$ cat config.mk
export PLATFORM = sky130hd
export DESIGN_NAME = lirs_ctrl
export DESIGN_NICKNAME = d
export VERILOG_FILES = /design/src/rtl/lirs_pkg.sv /design/src/rtl/lirs_ctrl.sv
export SDC_FILE = /design/constraint.sdc
export NUM_CORES = 1
export LEC_CHECK = 0
export ABC_AREA = 1
export BUFFER_PORTS_ARGS = -buffer_cell sky130_fd_sc_hd__buf_2
export CORE_AREA = 3 3 40 42
export CTS_CLUSTER_DIAMETER = 60
export DETAILED_ROUTE_END_ITERATION = 10
export DIE_AREA = 0 0 43 45
export GPL_TIMING_DRIVEN = 0
export PLACE_DENSITY = 0.47
export SKIP_CTS_REPAIR_TIMING = 1
export SYNTH_ARGS = -nofsm -noshare
export SYNTH_HDL_FRONTEND = slang
export SYNTH_SLANG_ARGS = --single-unit
$ cat constraint.sdc
create_clock -name clock -period 1.2 [get_ports clock]
set_input_delay 0.18 -clock clock [delete_from_list [all_inputs] [get_ports clock]]
set_output_delay 0.18 -clock clock [all_outputs]
set_load 0.01 [all_outputs]
$ cat src/rtl/lirs_pkg.sv
// Shared constants and controller/datapath interface types for the resampler core.
package lirs_pkg;

   // Fixed field widths
   localparam int SAMPLE_W = 16;
   localparam int STEP_W   = 22;

   // Default number of fraction bits in the read position
   localparam int FRAC_BITS_DEF = 16;

   // Largest number of results one request can cause
   localparam int MAX_RESULTS = 64;
   localparam int CNT_W       = $clog2(MAX_RESULTS + 1);

   // Commands from the controller to the datapath
   typedef struct packed {
      logic load;       // capture the incoming request
      logic keep;       // store current sample as previous, mark it valid
      logic emit;       // write one result into the output register
      logic hold_mode;  // results repeat the current sample
      logic adjust;     // interpolation run done: step position into next interval
      logic clear;      // end of stream: drop history
   } cmd_type;

   // Status from the datapath to the controller
   typedef struct packed {
      logic have_prev;  // a previous sample is stored
      logic last;       // captured request ends the stream
      logic can_emit;   // position is inside the interval and budget remains
      logic out_free;   // output register can take a result this cycle
   } status_type;

endpackage

$ cat src/rtl/lirs_ctrl.sv
// Controller state machine: sequences capture, interpolation run, hold run and commit.
module lirs_ctrl (
   input  logic                 clock,
   input  logic                 reset,
   input  logic                 req_valid,
   input  logic                 req_last_sample,
   output logic                 req_stall,
   input  lirs_pkg::status_type status,
   output lirs_pkg::cmd_type    cmd
);

   localparam logic [1:0] ST_IDLE = 2'd0;
   localparam logic [1:0] ST_LERP = 2'd1;
   localparam logic [1:0] ST_HOLD = 2'd2;

   logic [1:0] state_ff;
   logic [1:0] state_in;

   // Requests are taken only between runs
   assign req_stall = (state_ff != ST_IDLE);

   // Next state and commands
   always_comb begin
      cmd      = '0;
      state_in = state_ff;
      unique case (state_ff)
         ST_IDLE: begin
            if (req_valid) begin
               cmd.load = 1'b1;
               if (status.have_prev) begin
                  state_in = ST_LERP;
               end else if (req_last_sample) begin
                  state_in = ST_HOLD;
               end else begin
                  // first sample of a stream: just remember it
                  cmd.keep = 1'b1;
               end
            end
         end
         ST_LERP: begin
            if (status.can_emit) begin
               cmd.emit = status.out_free;
            end else begin
               cmd.adjust = 1'b1;
               if (status.last) begin
                  state_in = ST_HOLD;
               end else begin
                  cmd.keep = 1'b1;
                  state_in = ST_IDLE;
               end
            end
         end
         ST_HOLD: begin
            cmd.hold_mode = 1'b1;
            if (status.can_emit) begin
               cmd.emit = status.out_free;
            end else begin
               cmd.clear = 1'b1;
               state_in  = ST_IDLE;
            end
         end
         default: begin
            state_in = ST_IDLE;
         end
      endcase
   end

   // State register
   always_ff @(posedge clock) begin
      if (reset) begin
         state_ff <= ST_IDLE;
      end else begin
         state_ff <= state_in;
      end
   end

endmodule

* Yosys cells after proc, flatten, opt, wreduce, memory -nomap -nowiden
Cells that the tools add are included.
** Operators by class
- Reductions and logical operators :: 4
- Mux-type cells :: 20
- Equality and inequality tests :: 6
** Operators by type and width (number)
- 2-bit two-way mux :: 7
- 1-bit two-way mux :: 11
- 2-bit != test (second input constant) :: 3
- 2-bit case mux with 3 select lines :: 1
- 4-bit AND reduction :: 1
- 3-bit != test (second input constant) :: 1
- 2-bit by 1-bit == test with 1-bit output (second input constant) :: 1
- 2-bit == test (second input constant) :: 1
- 2-bit zero test :: 1
- 1-bit case mux with 2 select lines :: 1
- 2-bit nonzero test :: 1
- 2-bit OR reduction :: 1
** Word-level totals
- Logic and storage cells :: 31
- Output and inout bits :: 7
- Flip-flop bits (word level) :: 2

* Logic depth before layout (Yosys ltp)
- Word-level depth :: 4
- Mapped depth :: 8

* Worst setup path after synthesis
No wires, ideal clock.
- Kind :: register to output
- Start point :: register state_ff[1]
- End point :: output port cmd[4] in the netlist's numbering
- Data required time :: 1.020 ns
- Path buffers :: 0
- Arrival time :: 0.953 ns
- Setup slack :: 0.067 ns
- Cell stages (with the launch flop) :: 5
- Cells stage by stage :: dfxtp_1 inv_1 ha_1 inv_1 o31ai_1
** RTL lines
- start, declared :: line lirs_ctrl.sv:16 : logic [1:0] state_ff;
- start signal, assigned :: line lirs_ctrl.sv:73 : state_ff <= state_in;
- end, declared :: line lirs_ctrl.sv:9 : output lirs_pkg::cmd_type cmd

==> flow_summary.json <==
{
  "synth_top_area_cell": "nand2_1",
  "holdCritPathClass": "in2reg",
  "crit_buf_inv": 3,
  "reg2reg_slack_ps": 0,
  "pwr-share-clk_pct": 12.8,
  "synth.area.top_cells": "nand2_1, dfxtp_1, ha_1",
  "postRouteAntennaNets": 0,
  "r2r-end": "state_ff[0]$_SDFFE_PP0P_",
  "power_mw": 1.17,
  "synth_ff_type": "dfxtp_1",
  "drt_iter0_drc": 1,
  "clkSlewWorstSetupHoldPaths_ps": 30,
  "max_slew_margin_pct": 88.8,
  "fmax_ghz": 0.744,
  "synth_top_cell_area_share_pct": 17.6,
  "cp.arrival_ps": 1160,
  "drt-pass1-iter-count": 2,
  "num_rows": 13,
  "start_util_pct": 18.2,
  "violations": "setup timing",
  "hold_end": "state_ff[0]$_SDFFE_PP0P_",
  "final_max_slew_viol_count": 0,
  "netlist_area_um2": 234,
  "synth_most_common_cell": "nand2_1",
  "cts_tree": "done",
  "drcViolationCount": 0,
  "antenna_cells": 0,
  "rsz0062_at_grt": "true",
  "max_slew.worst_pin.slew_ps": 168,
  "syn2layout_area_growth_pct": 87.2,
  "period_needed_ps": 1340,
  "grt_pass1_vias": 242,
  "synth_edf_count": 0,
  "core_um2": 1280,
  "fin_skew_ps": 2.48,
  "insertion_delay_ps": 220,
  "status": "finished, violations left",
  "hold_path_depth": 4,
  "fin_ws_ps": -144,
  "power_leakage_nw": 0.261,
  "largest_register_ffs": 2,
  "synth_common_cells": "nand2_1, inv_1, nor2_1",
  "cp_cell_sequence": "inv_4, ha_4, inv_2, o31ai_2, buf_2",
  "antenna_found_initial": 0,
  "reg_top3": "state_ff: 2 flops",
  "cp-start-kind": "flop",
  "synth_seq_area_share_pct": 17.1,
  "design_area_um2": 438,
  "post_drt_wl_per_cell_um": 7.91,
  "ys_async_sr_fraction_pct": 0,
  "drive_above_1_share_pct": 57.1,
  "internal-power_mw": 0.662,
  "swShare_pct": 43.5,
  "wirelength_um": 617,
  "grt_max_degree": 7,
  "cap_violations": 0,
  "setup_viol": 5,
  "comb_power_share_pct": 74.8,
  "gp_congestion": 0.633,
  "required_ps": 1020,
  "synthesis.instances": 41,
  "layout.nets": 76,
  "max-vdd-ir-drop_uv": 773,
  "die_area_um2": 1940,
  "fin_crit_sh_pct": 112,
  "r2r_cells": 8,
  "path_max_fanout": 3,
  "finalHoldViolCount": 0,
  "htreeDepth": 1,
  "timing.rr.start": "state_ff[1]$_SDFFE_PP0P_",
  "clock-root-buffer": "clkbuf_4",
  "fp.dieH_um": 45,
  "yosys.cell_types.count": 12,
  "critical_path.slowest_cell": "dfxtp_2",
  "portBuffers": 14,
  "end_kind": "primary output",
  "ios": 15,
  "cp_top_family": "flip-flops",
  "clock_sinks": 2,
  "die_width_um": 43,
  "yosys_warnings": 0,
  "cts_buffer_depth": 2,
  "track_usage_pct": 6.23,
  "avgSynthCellArea_um2": 5.71,
  "netSwitchingPower_mw": 0.509,
  "grt_pass1_wl_um": 876,
  "dpl.hpwl_um": 461,
  "synthesis.nets": 52,
  "regMostFlops": "state_ff",
  "worst-setup-path-type": "reg2out",
  "vias_per_cell": 3.78,
  "min-delay-start": "reset",
  "power_frac_seq_pct": 12.4,
  "ys_ff_latch": 2,
  "cts_buffers": 3,
  "placed_area_um2": 323,
  "hold_ws_ps": 198,
  "vias": 295,
  "slowest_delay_ps": 320,
  "gr-total-overflow": 0,
  "power_density_nw_per_um2": 2680
}
## cell usage in the layout (no fill, tap or decap)
| cell type | count |
|---|---|
| clkbuf_4 | 3 |
| buf_4 | 4 |
| nand2_1 | 11 |
| nor2_2 | 2 |
| buf_6 | 2 |
| o31ai_2 | 1 |
| and3_1 | 1 |
| inv_1 | 7 |
| inv_4 | 2 |
| buf_2 | 13 |
| ha_2 | 1 |
| inv_2 | 2 |
| o21ai_0 | 1 |
| ha_4 | 2 |
| dfxtp_2 | 2 |
| nand3_1 | 2 |
| nand3_2 | 1 |
| o21ai_2 | 1 |
| nor2_1 | 5 |
## cell type report
class	count	area [um2]
Timing Repair Buffer	19	118
Tap cell	15	18.8
Inverter	11	46.3
Fill cell	147	847
Multi-Input combinational cell	28	190
Sequential cell	2	42.5
Clock buffer	3	22.5
## through the flow
stage | utilization [%] | TNS (ps) | cells | setup slack [ps]
detailed placement | 25.1 | -54.0 | 70 | -54.0
global placement | 25.1 | -62.8 | 70 | -62.8
finish | 34.1 | -362 | 78 | -144
CTS | 26.9 | -918 | 73 | -296
floorplan | - | 0 | 41 | 66.7
global route | 34.1 | -801 | 78 | -196
## how the worst max path moves through the flow
stage | start | to | slack (ps) | cells after the start
2_1_floorplan | state_ff[1]$_SDFFE_PP0P_ | cmd[4] | 70 | 4
5_1_grt | state_ff[1]$_SDFFE_PP0P_ | cmd[4] | -200 | 5
3_3_place_gp | state_ff[0]$_SDFFE_PP0P_ | cmd[4] | -60 | 7
4_1_cts | state_ff[0]$_SDFFE_PP0P_ | cmd[4] | -300 | 7
3_5_place_dp | state_ff[0]$_SDFFE_PP0P_ | cmd[4] | -50 | 7
6_report | state_ff[1]$_SDFFE_PP0P_ | cmd[4] | -140 | 5
## power groups by stage
stage | registers (mW) | logic, mW | clock network [mW]
after global placement | 0.119 | 0.589 | 0
after detailed placement | 0.120 | 0.584 | 0
after floorplan | 0.116 | 0.422 | 0
final | 0.145 | 0.877 | 0.150
after CTS | 0.119 | 0.589 | 0.162
after global routing | 0.147 | 0.991 | 0.157
## layer usage
layer  share of wire, %  vias to the layer above  track usage (%)
met5                  0                        -                0
met4                  0                        0             5.42
met3                5.5                        0             1.59
met2                 53                        7             9.88
met1                 41                      122             6.95
li1                   -                      166                -
## tightest hold or removal path: cells and delay by family
kind | cells | cell delay [ps]
simple gates | 2 | 90
buf+inv | 2 | 110
## cell families after synthesis
logic type / count (synthesis) / synth area share (%)
compound gates: 3 / 9.09
fa+ha+maj: 3 / 16.0
buf+inv: 11 / 17.6
flops: 2 / 17.1
simple gates: 22 / 40.1
(Power assumes the default switching activity.)
